## src/rtl/iat_pkg.sv

```systemverilog
package iat_pkg;

  typedef enum logic [2:0] {
    CMD_ALLOC   = 3'd0,
    CMD_RELEASE = 3'd1,
    CMD_CHECK   = 3'd2,
    CMD_LIST    = 3'd3,
    CMD_MERGED  = 3'd4
  } cmd_t;

  typedef enum logic [1:0] {
    ST_OK      = 2'd0,
    ST_INVALID = 2'd1,
    ST_FULL    = 2'd2
  } status_t;

  typedef enum logic [2:0] {
    S_IDLE,
    S_SCAN,
    S_INSERT,
    S_APPEND,
    S_LIST,
    S_RESULT
  } state_t;

  localparam int unsigned CMD_W    = 3;
  localparam int unsigned STATUS_W = 2;

endpackage

```

## src/rtl/iat_if.sv

```systemverilog
interface iat_in_if #(parameter int unsigned CW = 16);
  logic                          valid;
  logic                          ready;
  logic [iat_pkg::CMD_W-1:0]     command;
  logic [CW-1:0]                 low_bound;
  logic [CW-1:0]                 high_bound;
  modport source (output valid, command, low_bound, high_bound, input ready);
  modport sink   (input valid, command, low_bound, high_bound, output ready);
endinterface

interface iat_out_if #(parameter int unsigned CW = 16);
  logic                          valid;
  logic                          ready;
  logic [iat_pkg::STATUS_W-1:0]  status;
  logic                          available;
  logic                          entry_valid;
  logic [CW-1:0]                 entry_start;
  logic [CW-1:0]                 entry_end;
  logic                          last;
  modport source (output valid, status, available, entry_valid, entry_start, entry_end,
                  last, input ready);
  modport sink   (input valid, status, available, entry_valid, entry_start, entry_end,
                  last, output ready);
endinterface

```

## src/rtl/iat_mem.sv

```systemverilog
module iat_mem #(
  parameter int unsigned DEPTH = 16,
  parameter int unsigned AW    = 4,
  parameter int unsigned DW    = 32
) (
  input  logic          clk,
  input  logic          wr_en,
  input  logic [AW-1:0] wr_addr,
  input  logic [DW-1:0] wr_data,
  input  logic [AW-1:0] rd_addr,
  output logic [DW-1:0] rd_data
);

  logic [DW-1:0] mem [DEPTH];

  always_ff @(posedge clk) begin
    if (wr_en) begin
      mem[wr_addr] <= wr_data;
    end
    rd_data <= mem[rd_addr];
  end

endmodule

```

## src/rtl/interval_allocation_table.sv

```systemverilog
// Interval allocation table: keeps up to TABLE_DEPTH half-open ranges
// [start, end) sorted by start, then end, in one synchronous memory.
// Input channel (in_): one command per transfer with low and high bounds.
// Output channel (out_): one or more results per command; last marks the
// final result of a command. Commands are handled one at a time.
// Release and check each make one pass over the stored entries, one entry
// per cycle (the memory read is registered, so each entry is read ahead of
// its compare). An allocate adds a second pass that compacts the table and
// writes the new range in sorted order, with an extra step for the insertion
// (a re-read of the displaced entry, or a final append). A plain list emits
// one result per stored entry, one per cycle while the receiver keeps up, and
// a merged list one per group of touching or overlapping entries; each entry
// is read ahead of its use.
// Reset is synchronous and active low; it empties the table (count only),
// no clearing pass is needed. A stalled receiver holds the output register
// and the block simply waits; the next command is taken once the last
// result of the current one has been transferred.
module interval_allocation_table #(
  parameter int unsigned TABLE_DEPTH = 16,
  parameter int unsigned COORD_WIDTH = 16
) (
  input  logic clk,
  input  logic rst_n,
  iat_in_if.sink    in_ch,
  iat_out_if.source out_ch
);

  localparam int unsigned AW = (TABLE_DEPTH > 1) ? $clog2(TABLE_DEPTH) : 1;
  localparam int unsigned NW = $clog2(TABLE_DEPTH + 1);
  localparam int unsigned CW = COORD_WIDTH;
  localparam logic [NW-1:0] DEPTH_N = NW'(TABLE_DEPTH);

  iat_pkg::state_t state_r, state_nxt;
  logic [iat_pkg::CMD_W-1:0] cmd_r, cmd_nxt;
  logic [CW-1:0] lo_r, lo_nxt, hi_r, hi_nxt;
  logic [NW-1:0] count_r, count_nxt;
  logic [NW-1:0] rd_i_r, rd_i_nxt;   // next index to read
  logic [NW-1:0] wr_n_r, wr_n_nxt;   // compacted write index / insert pos
  logic          pend_r, pend_nxt;   // read data valid for index rd_i_r-1
  logic          avail_r, avail_nxt;
  logic          found_r, found_nxt; // insertion position found
  logic [NW-1:0] pos_r, pos_nxt;
  logic          merge_act_r, merge_act_nxt;
  logic [CW-1:0] cs_r, cs_nxt, ce_r, ce_nxt;

  logic          ov_r, ov_nxt;
  logic [1:0]    o_status_r, o_status_nxt;
  logic          o_avail_r, o_avail_nxt, o_ev_r, o_ev_nxt, o_last_r, o_last_nxt;
  logic [CW-1:0] o_s_r, o_s_nxt, o_e_r, o_e_nxt;

  logic          wr_en;
  logic [AW-1:0] wr_addr, rd_addr;
  logic [2*CW-1:0] wr_data, rd_data;
  logic [CW-1:0] m_s, m_e;

  iat_mem #(.DEPTH(TABLE_DEPTH), .AW(AW), .DW(2*CW)) u_mem (
    .clk(clk), .wr_en(wr_en), .wr_addr(wr_addr), .wr_data(wr_data),
    .rd_addr(rd_addr), .rd_data(rd_data)
  );

  assign m_s = rd_data[2*CW-1:CW];
  assign m_e = rd_data[CW-1:0];

  logic out_free;
  assign out_free = !ov_r || out_ch.ready;

  assign in_ch.ready       = (state_r == iat_pkg::S_IDLE) && !ov_r;
  assign out_ch.valid       = ov_r;
  assign out_ch.status      = o_status_r;
  assign out_ch.available   = o_avail_r;
  assign out_ch.entry_valid = o_ev_r;
  assign out_ch.entry_start = o_s_r;
  assign out_ch.entry_end   = o_e_r;
  assign out_ch.last        = o_last_r;

  logic cont;      // current read entry lies wholly inside the request
  logic sorts_low; // current entry sorts ahead of the new range
  assign cont      = (lo_r <= m_s) && (m_e <= hi_r);
  assign sorts_low = (m_s < lo_r) || ((m_s == lo_r) && (m_e <= hi_r));

  always_ff @(posedge clk) begin
    if (!rst_n) begin
      state_r <= iat_pkg::S_IDLE;
      count_r <= '0;
      ov_r    <= 1'b0;
      pend_r  <= 1'b0;
    end else begin
      state_r <= state_nxt;
      count_r <= count_nxt;
      ov_r    <= ov_nxt;
      pend_r  <= pend_nxt;
    end
    cmd_r <= cmd_nxt; lo_r <= lo_nxt; hi_r <= hi_nxt;
    rd_i_r <= rd_i_nxt; wr_n_r <= wr_n_nxt; avail_r <= avail_nxt;
    found_r <= found_nxt; pos_r <= pos_nxt; merge_act_r <= merge_act_nxt;
    cs_r <= cs_nxt; ce_r <= ce_nxt;
    o_status_r <= o_status_nxt; o_avail_r <= o_avail_nxt; o_ev_r <= o_ev_nxt;
    o_last_r <= o_last_nxt; o_s_r <= o_s_nxt; o_e_r <= o_e_nxt;
  end

  always_comb begin
    state_nxt = state_r; count_nxt = count_r; cmd_nxt = cmd_r;
    lo_nxt = lo_r; hi_nxt = hi_r; rd_i_nxt = rd_i_r; wr_n_nxt = wr_n_r;
    pend_nxt = 1'b0; avail_nxt = avail_r; found_nxt = found_r; pos_nxt = pos_r;
    merge_act_nxt = merge_act_r; cs_nxt = cs_r; ce_nxt = ce_r;
    ov_nxt = ov_r && !out_ch.ready;
    o_status_nxt = o_status_r; o_avail_nxt = o_avail_r; o_ev_nxt = o_ev_r;
    o_last_nxt = o_last_r; o_s_nxt = o_s_r; o_e_nxt = o_e_r;
    wr_en = 1'b0; wr_addr = '0; wr_data = '0; rd_addr = '0;

    unique case (state_r)
      iat_pkg::S_IDLE: begin
        rd_addr = '0;
        if (in_ch.valid && in_ch.ready) begin
          cmd_nxt = in_ch.command; lo_nxt = in_ch.low_bound; hi_nxt = in_ch.high_bound;
          rd_i_nxt = NW'(1); wr_n_nxt = '0; pend_nxt = (count_r != '0);
          avail_nxt = 1'b1; found_nxt = 1'b0; pos_nxt = count_r;
          merge_act_nxt = 1'b0;
          o_status_nxt = iat_pkg::ST_OK; o_avail_nxt = 1'b0; o_ev_nxt = 1'b0;
          o_last_nxt = 1'b1; o_s_nxt = '0; o_e_nxt = '0;
          if (in_ch.command <= iat_pkg::CMD_CHECK) begin
            if (in_ch.low_bound >= in_ch.high_bound) begin
              o_status_nxt = iat_pkg::ST_INVALID;
              state_nxt = iat_pkg::S_RESULT;
            end else begin
              state_nxt = iat_pkg::S_SCAN;
            end
          end else if ((in_ch.command == iat_pkg::CMD_LIST ||
                        in_ch.command == iat_pkg::CMD_MERGED) && count_r != '0) begin
            state_nxt = iat_pkg::S_LIST;
          end else begin
            state_nxt = iat_pkg::S_RESULT;
          end
        end
      end

      iat_pkg::S_SCAN: begin
        // Entry rd_i_r-1 is on the read port when pend_r is set.
        rd_addr = rd_i_r[AW-1:0];
        if (pend_r) begin
          if (cmd_r == iat_pkg::CMD_CHECK) begin
            if ((lo_r < m_e) && (m_s < hi_r)) avail_nxt = 1'b0;
          end else if (!cont) begin
            if (cmd_r == iat_pkg::CMD_ALLOC && !found_r && !sorts_low) begin
              found_nxt = 1'b1; pos_nxt = wr_n_r;
            end
            // Allocate compaction is deferred to after the full check.
            if (cmd_r == iat_pkg::CMD_RELEASE) begin
              wr_en = 1'b1; wr_addr = wr_n_r[AW-1:0]; wr_data = {m_s, m_e};
            end
            wr_n_nxt = wr_n_r + NW'(1);
          end
        end
        if (rd_i_r < count_r) begin
          rd_i_nxt = rd_i_r + NW'(1); pend_nxt = 1'b1;
        end else begin
          // Scan complete (the last entry was handled this cycle if pending).
          if (cmd_r == iat_pkg::CMD_CHECK) begin
            o_avail_nxt = avail_nxt;
            state_nxt = iat_pkg::S_RESULT;
          end else if (cmd_r == iat_pkg::CMD_RELEASE) begin
            count_nxt = wr_n_nxt;
            state_nxt = iat_pkg::S_RESULT;
          end else if (wr_n_nxt >= DEPTH_N) begin
            o_status_nxt = iat_pkg::ST_FULL;
            state_nxt = iat_pkg::S_RESULT;
          end else begin
            // Second pass: compact and insert, entry by entry.
            if (!found_nxt) pos_nxt = wr_n_nxt;
            rd_addr = '0; rd_i_nxt = NW'(1); pend_nxt = (count_r != '0);
            wr_n_nxt = '0; merge_act_nxt = 1'b0;
            state_nxt = iat_pkg::S_INSERT;
          end
        end
      end

      iat_pkg::S_INSERT: begin
        // merge_act_r: new range already written, wr_n_r counts it.
        rd_addr = rd_i_r[AW-1:0];
        if (pend_r) begin
          if (!cont) begin
            if (!merge_act_r && wr_n_r == pos_r) begin
              wr_en = 1'b1; wr_addr = wr_n_r[AW-1:0]; wr_data = {lo_r, hi_r};
              merge_act_nxt = 1'b1;
              // Re-read this entry; the read returns the value before the write.
              wr_n_nxt = wr_n_r + NW'(1);
              rd_addr = rd_i_r[AW-1:0] - AW'(1);
              pend_nxt = 1'b1;
            end else begin
              wr_en = 1'b1; wr_addr = wr_n_r[AW-1:0]; wr_data = {m_s, m_e};
              wr_n_nxt = wr_n_r + NW'(1);
            end
          end
        end
        if (!(pend_r && !cont && !merge_act_r && wr_n_r == pos_r)) begin
          if (rd_i_r < count_r) begin
            rd_i_nxt = rd_i_r + NW'(1); pend_nxt = 1'b1;
          end else begin
            if (!merge_act_nxt) begin
              // The port may be busy with the last kept entry this cycle.
              state_nxt = iat_pkg::S_APPEND;
            end else begin
              count_nxt = wr_n_nxt;
              state_nxt = iat_pkg::S_RESULT;
            end
          end
        end
      end

      iat_pkg::S_APPEND: begin
        // The new range sorts after every kept entry and goes at the end.
        wr_en = 1'b1; wr_addr = wr_n_r[AW-1:0]; wr_data = {lo_r, hi_r};
        count_nxt = wr_n_r + NW'(1);
        state_nxt = iat_pkg::S_RESULT;
      end

      iat_pkg::S_LIST: begin
        // Keep entry rd_i_r-1 on the read port until it has been used.
        rd_addr = rd_i_r[AW-1:0] - AW'(1);
        pend_nxt = pend_r;
        if (pend_r && out_free) begin
          pend_nxt = 1'b0;
          if (cmd_r == iat_pkg::CMD_LIST) begin
            ov_nxt = 1'b1; o_ev_nxt = 1'b1; o_s_nxt = m_s; o_e_nxt = m_e;
            o_last_nxt = (rd_i_r == count_r);
          end else if (!merge_act_r) begin
            merge_act_nxt = 1'b1; cs_nxt = m_s; ce_nxt = m_e;
          end else if (ce_r >= m_s) begin
            if (m_e > ce_r) ce_nxt = m_e;
          end else begin
            ov_nxt = 1'b1; o_ev_nxt = 1'b1; o_s_nxt = cs_r; o_e_nxt = ce_r;
            o_last_nxt = 1'b0; cs_nxt = m_s; ce_nxt = m_e;
          end
          if (rd_i_r < count_r) begin
            rd_addr = rd_i_r[AW-1:0];
            rd_i_nxt = rd_i_r + NW'(1); pend_nxt = 1'b1;
          end else if (cmd_r == iat_pkg::CMD_LIST) begin
            state_nxt = iat_pkg::S_IDLE;
          end else begin
            state_nxt = iat_pkg::S_RESULT;
            o_ev_nxt = 1'b1; o_last_nxt = 1'b1;
            o_s_nxt = cs_nxt; o_e_nxt = ce_nxt;
            // A closed group emitted now sends the final one from S_RESULT instead.
            if (ov_nxt) begin
              merge_act_nxt = 1'b1;
              o_s_nxt = cs_r; o_e_nxt = ce_r; o_last_nxt = 1'b0;
            end else begin
              merge_act_nxt = 1'b0;
            end
          end
        end else if (!pend_r) begin
          pend_nxt = 1'b1;
        end
      end

      iat_pkg::S_RESULT: begin
        // merge_act_r set here means a final merged range is still owed.
        if (out_free) begin
          ov_nxt = 1'b1;
          if (cmd_r == iat_pkg::CMD_MERGED && merge_act_r) begin
            o_ev_nxt = 1'b1; o_s_nxt = cs_r; o_e_nxt = ce_r; o_last_nxt = 1'b1;
            merge_act_nxt = 1'b0;
            ov_nxt = 1'b1;
            state_nxt = iat_pkg::S_IDLE;
          end else begin
            state_nxt = iat_pkg::S_IDLE;
          end
        end
      end

      default: state_nxt = iat_pkg::S_IDLE;
    endcase
  end

`ifndef SYNTH
  a_count_bound: assert property (@(posedge clk) disable iff (!rst_n)
    count_r <= DEPTH_N) else $error("table count above depth");
  a_ready_idle: assert property (@(posedge clk) disable iff (!rst_n)
    in_ch.ready |-> !out_ch.valid) else $error("ready with result pending");
  a_count_stable: assert property (@(posedge clk) disable iff (!rst_n)
    (state_r == iat_pkg::S_LIST) |=> $stable(count_r)) else $error("count moved in list");
`endif

endmodule

```

## src/flat_wrapper.sv

```systemverilog
// flat-port wrapper written by rule: the top's interface ports become plain ports
module interval_allocation_table_flat 
#(
  parameter int unsigned TABLE_DEPTH = 16,
  parameter int unsigned COORD_WIDTH = 16
)
  (clk, rst_n, in_ch_valid, in_ch_command, in_ch_low_bound, in_ch_high_bound, in_ch_ready, out_ch_valid, out_ch_status, out_ch_available, out_ch_entry_valid, out_ch_entry_start, out_ch_entry_end, out_ch_last, out_ch_ready);
  iat_in_if #(.CW((16))) in_ch_i ();
  iat_out_if #(.CW((16))) out_ch_i ();
  input  logic clk;
  input  logic rst_n;
  input wire logic [$bits(in_ch_i.valid)-1:0] in_ch_valid;
  input wire logic [$bits(in_ch_i.command)-1:0] in_ch_command;
  input wire logic [$bits(in_ch_i.low_bound)-1:0] in_ch_low_bound;
  input wire logic [$bits(in_ch_i.high_bound)-1:0] in_ch_high_bound;
  output wire logic [$bits(in_ch_i.ready)-1:0] in_ch_ready;
  output wire logic [$bits(out_ch_i.valid)-1:0] out_ch_valid;
  output wire logic [$bits(out_ch_i.status)-1:0] out_ch_status;
  output wire logic [$bits(out_ch_i.available)-1:0] out_ch_available;
  output wire logic [$bits(out_ch_i.entry_valid)-1:0] out_ch_entry_valid;
  output wire logic [$bits(out_ch_i.entry_start)-1:0] out_ch_entry_start;
  output wire logic [$bits(out_ch_i.entry_end)-1:0] out_ch_entry_end;
  output wire logic [$bits(out_ch_i.last)-1:0] out_ch_last;
  input wire logic [$bits(out_ch_i.ready)-1:0] out_ch_ready;
  assign in_ch_i.valid = in_ch_valid;
  assign in_ch_i.command = in_ch_command;
  assign in_ch_i.low_bound = in_ch_low_bound;
  assign in_ch_i.high_bound = in_ch_high_bound;
  assign in_ch_ready = in_ch_i.ready;
  assign out_ch_valid = out_ch_i.valid;
  assign out_ch_status = out_ch_i.status;
  assign out_ch_available = out_ch_i.available;
  assign out_ch_entry_valid = out_ch_i.entry_valid;
  assign out_ch_entry_start = out_ch_i.entry_start;
  assign out_ch_entry_end = out_ch_i.entry_end;
  assign out_ch_last = out_ch_i.last;
  assign out_ch_i.ready = out_ch_ready;
  interval_allocation_table #(.TABLE_DEPTH(TABLE_DEPTH), .COORD_WIDTH(COORD_WIDTH)) u_core (.clk(clk), .rst_n(rst_n), .in_ch(in_ch_i), .out_ch(out_ch_i));
endmodule
```

## config.mk

```make
export PLATFORM = sky130hd
export DESIGN_NAME = interval_allocation_table_flat
export DESIGN_NICKNAME = d
export VERILOG_FILES = /design/src/rtl/iat_pkg.sv /design/src/rtl/iat_if.sv /design/src/rtl/iat_mem.sv /design/src/rtl/interval_allocation_table.sv /design/src/flat_wrapper.sv
export SDC_FILE = /design/constraint.sdc
export NUM_CORES = 1
export LEC_CHECK = 0
export CORE_ASPECT_RATIO = 0.75
export CORE_MARGIN = 8
export CORE_UTILIZATION = 65
export DETAILED_ROUTE_END_ITERATION = 6
export DONT_BUFFER_PORTS = 1
export PLACE_DENSITY = 0.87
export SLEW_MARGIN = 10
export SYNTH_ARGS = -nofsm -noshare
export SYNTH_HDL_FRONTEND = slang
export SYNTH_SLANG_ARGS = --single-unit
export TNS_END_PERCENT = 5
```

## constraint.sdc

```tcl
create_clock -name clk -period 9.5 [get_ports clk]
set_input_delay 1.9 -clock clk [delete_from_list [all_inputs] [get_ports clk]]
set_output_delay 1.9 -clock clk [all_outputs]
set_load 0.01 [all_outputs]
```

==> impl_metrics.env <==
export IMPL_grt_max_degree=105
export IMPL_p_seq_frac=0.404
export IMPL_crit_start="u_core.u_mem.rd_data[23]"
export IMPL_worstPathRequired_ns=9.98
export IMPL_yosys_warnings=0
export IMPL_place_gp_congestion=0.9946
export IMPL_cts_repair_resized=0
export IMPL_synthesis_nets=2309
export IMPL_internal_power_mw=6.190
export IMPL_dr_total_vias=20030
export IMPL_syn_inst=2150
export IMPL_cap_violations=0
export IMPL_io_buffers=0
export IMPL_cts_tree="done"
export IMPL_numCtsBuffers=58
export IMPL_drive_above_1_share=0.1408
export IMPL_synth_top_area_cell="edfxtp_1"
export IMPL_grtUsageTotal=0.3122
export IMPL_cts_sinks=676
export IMPL_drtAntennaViolNets=0
export IMPL_synth_edf_count=634
export IMPL_drt_iter0_drc=3119
export IMPL_row_count=68
export IMPL_r2r_slack_ns=3.65
export IMPL_final_common_cell="edfxtp_1"
export IMPL_dpl_hpwl_um=54290
export IMPL_rsz0062_at_grt="false"
export IMPL_multi_input_area_um2=9970
export IMPL_wl_um=87000
export IMPL_die_area_um2=54220
export IMPL_fin_crit_sh=0.6160
export IMPL_p_clk_frac=0.254
export IMPL_cts_hold_buffers=0
export IMPL_num_nets_final=2297
export IMPL_synth_flop_cell="edfxtp_1"
export IMPL_fillers=2845
export IMPL_synth_seq_cells=676
export IMPL_path_class="flip-flop to flip-flop"
export IMPL_switchingPower_mw=3.647
export IMPL_regArea_um2=19880
export IMPL_leakage_nw=10.64
export IMPL_pin_count=78
export IMPL_area_growth_synth_to_final_pct=9.220
export IMPL_synth_seq_area_share=0.6513
export IMPL_worstPathArrival_ns=6.33
export IMPL_critPathCaptureType="flip-flop"
export IMPL_tightest_slew_ns=1.284
export IMPL_synthArstFlopShare=0
export IMPL_placed_area_um2=31300
export IMPL_fin_area_um2=33330
export IMPL_drv_slew=0
export IMPL_hold_class="flip-flop to flip-flop"
export IMPL_p_sw_frac=0.3707
export IMPL_antenna_found_initial=12
export IMPL_pwr_density_cell_nw_per_um2=295.1
export IMPL_grt_pass1_wl_um=126000
export IMPL_clock_latency_ns=0.62
export IMPL_via_per_inst=7.081
export IMPL_core_um2=46200
export IMPL_clk_pin_slew_ns=0.07
export IMPL_cts_root_buffer_cell="clkbuf_16"
export IMPL_grt_pass1_vias=19250
export IMPL_synth_top_area_frac=0.6238
export IMPL_r2r_end="u_core.u_mem.rd_data[14]"
export IMPL_irDropWorstVdd_mv=0.2409
export IMPL_hold_viol=0
export IMPL_max_freq_mhz=170.9
export IMPL_finalSetupTns_ns=0
export IMPL_cts_buffer_depth=3
export IMPL_drc=0
export IMPL_final_cell_mix="634 x edfxtp_1, 133 x mux2i_1, 120 x ha_1, 113 x nand2_1, 107 x mux2_2"
export IMPL_avgSynthCellArea_um2=14.20
export IMPL_initial_core_util=0.6606
export IMPL_ff2ff_path_depth=14
export IMPL_cp_start_kind="flip-flop"
export IMPL_comb_power_share=0.343
export IMPL_dieHeight_um=203.7
export IMPL_dieWidth_um=266.2
export IMPL_cts_setup_buffers=0
export IMPL_r2r_start="u_core.u_mem.rd_data[23]"
export IMPL_netlist_cell_type_count=80
export IMPL_period_minus_slack_ns=5.852
export IMPL_relSlewSlack=0.1411
export IMPL_dr_pass1_iters=6
export IMPL_netlist_area_um2=30520
export IMPL_critPathMaxFanout=53
export IMPL_crit_path_end="u_core.u_mem.rd_data[14]"
export IMPL_detail_route_wl_per_cell_um=30.76
export IMPL_ys_top_cells_by_area="edfxtp_1 62%, ha_1 4.9%, mux2i_1 4.4%, mux2_2 3.9%, dfxtp_1 2.8%"
export IMPL_status="finished clean"
export IMPL_clock_skew_ns=0.02891
export IMPL_grt_overflow_total=0
export IMPL_htree_levels=2
export IMPL_finalSetupViolations=0
## flip-flops by register name, indices dropped and copies added, names as in the netlist, 16 cells and up
| name | count |
|---|---|
| u_core.u_mem.mem | 512 |
| u_core.out_ch.entry_end | 16 |
| u_core.ce_r | 16 |
| u_core.lo_r | 16 |
| u_core.u_mem.rd_data | 32 |
| u_core.cs_r | 16 |
| u_core.hi_r | 16 |
| u_core.out_ch.entry_start | 16 |
## kinds of logic (layout without fill, tap and decap cells)
family | Yosys count | after routing | synth area share
multiplexers | 262 | 262 | 0.09232
other | 0 | 10 | 0
AO/OA/AOI/OAI | 507 | 507 | 0.1174
flip-flops | 676 | 676 | 0.6513
AND/OR/NAND/NOR | 368 | 368 | 0.05809
adder cells (fa/ha/maj) | 120 | 120 | 0.04919
buffers and inverters | 206 | 244 | 0.02849
XOR/XNOR | 11 | 11 | 0.003157
## critical path, stage by stage, from the launching register on
cell      delay, ns
dfxtp_1        0.54
inv_1          0.15
ha_1           0.35
and4_1         0.20
nand3_1        0.14
a21oi_1        0.07
or4b_1         0.73
a21boi_4       0.35
nor3_4         0.09
nor3b_4        0.41
a221o_4        0.83
buf_4          0.81
mux2_2         0.42
a221oi_1       0.37
nand3_1        0.17
## how the worst min path moves through the flow
stage | from | end | slack (ns) | cells after the start
CTS | u_core.count_r[1] | u_core.count_r[1] | 0.50 | 2
global route | u_core.count_r[1] | u_core.count_r[1] | 0.52 | 2
global placement | u_core.count_r[1] | u_core.count_r[1] | 0.49 | 2
finish | u_core.count_r[3] | u_core.count_r[3] | 0.51 | 2
floorplan | u_core.count_r[1] | u_core.count_r[1] | 0.46 | 2
detailed placement | u_core.count_r[1] | u_core.count_r[1] | 0.49 | 2
## synth_stat cells, drive strengths merged (33+ instances only)
master  number
clkbuf      76
a22oi       50
ha         120
o21ai       90
a21o        33
a21oi      102
edfxtp     634
o22ai       41
nand2      113
nor2        80
nand3       62
a221oi      34
mux2i      133
mux2       129
buf         35
dfxtp       42
o22a        46
inv         94
a22o        34
## final cells by class
cell class | count | share of cell area
Sequential cell | 676 | 0.5964
Clock inverter | 36 | 0.01190
Antenna cell | 10 | 0.0007507
Inverter | 95 | 0.01070
Clock buffer | 74 | 0.04842
Multi-Input combinational cell | 1268 | 0.2991
Tap cell | 630 | 0.02365
Timing Repair Buffer | 39 | 0.009158
## through the flow
| stage | setup slack, ns | power, mW | util | cells | hold WS (ns) |
|---|---|---|---|---|---|
| final | 3.648 | 9.836 | 0.7215 | 2828 | 0.5128 |
| after global placement | 3.980 | 7.169 | 0.6774 | 2708 | 0.4922 |
| after floorplan | 4.728 | 6.200 | - | 2150 | 0.4600 |
| after global routing | 3.480 | 10.15 | 0.7212 | 2821 | 0.5165 |
| after detailed placement | 3.915 | 7.248 | 0.6774 | 2708 | 0.4927 |
| after CTS | 3.793 | 9.737 | 0.7209 | 2818 | 0.5044 |
## metal layers
layer / share of wire / wire (µm) / global-route usage
met5: 0.0024 / 211 / 0
met4: 0.039 / 3413 / 0.1153
met3: 0.14 / 12030 / 0.09183
met2: 0.44 / 38130 / 0.4614
met1: 0.38 / 33220 / 0.4389
## power groups by stage
stage,Clock (mW),Sequential [mW],Combinational (mW)
final,2.49,3.97,3.37
after global routing,2.61,3.98,3.56
after global placement,0,4.01,3.15
after CTS,2.50,3.96,3.28
after floorplan,0,3.82,2.38
after detailed placement,0,4.02,3.23
Note: power is estimated with default switching activity, not from simulation.
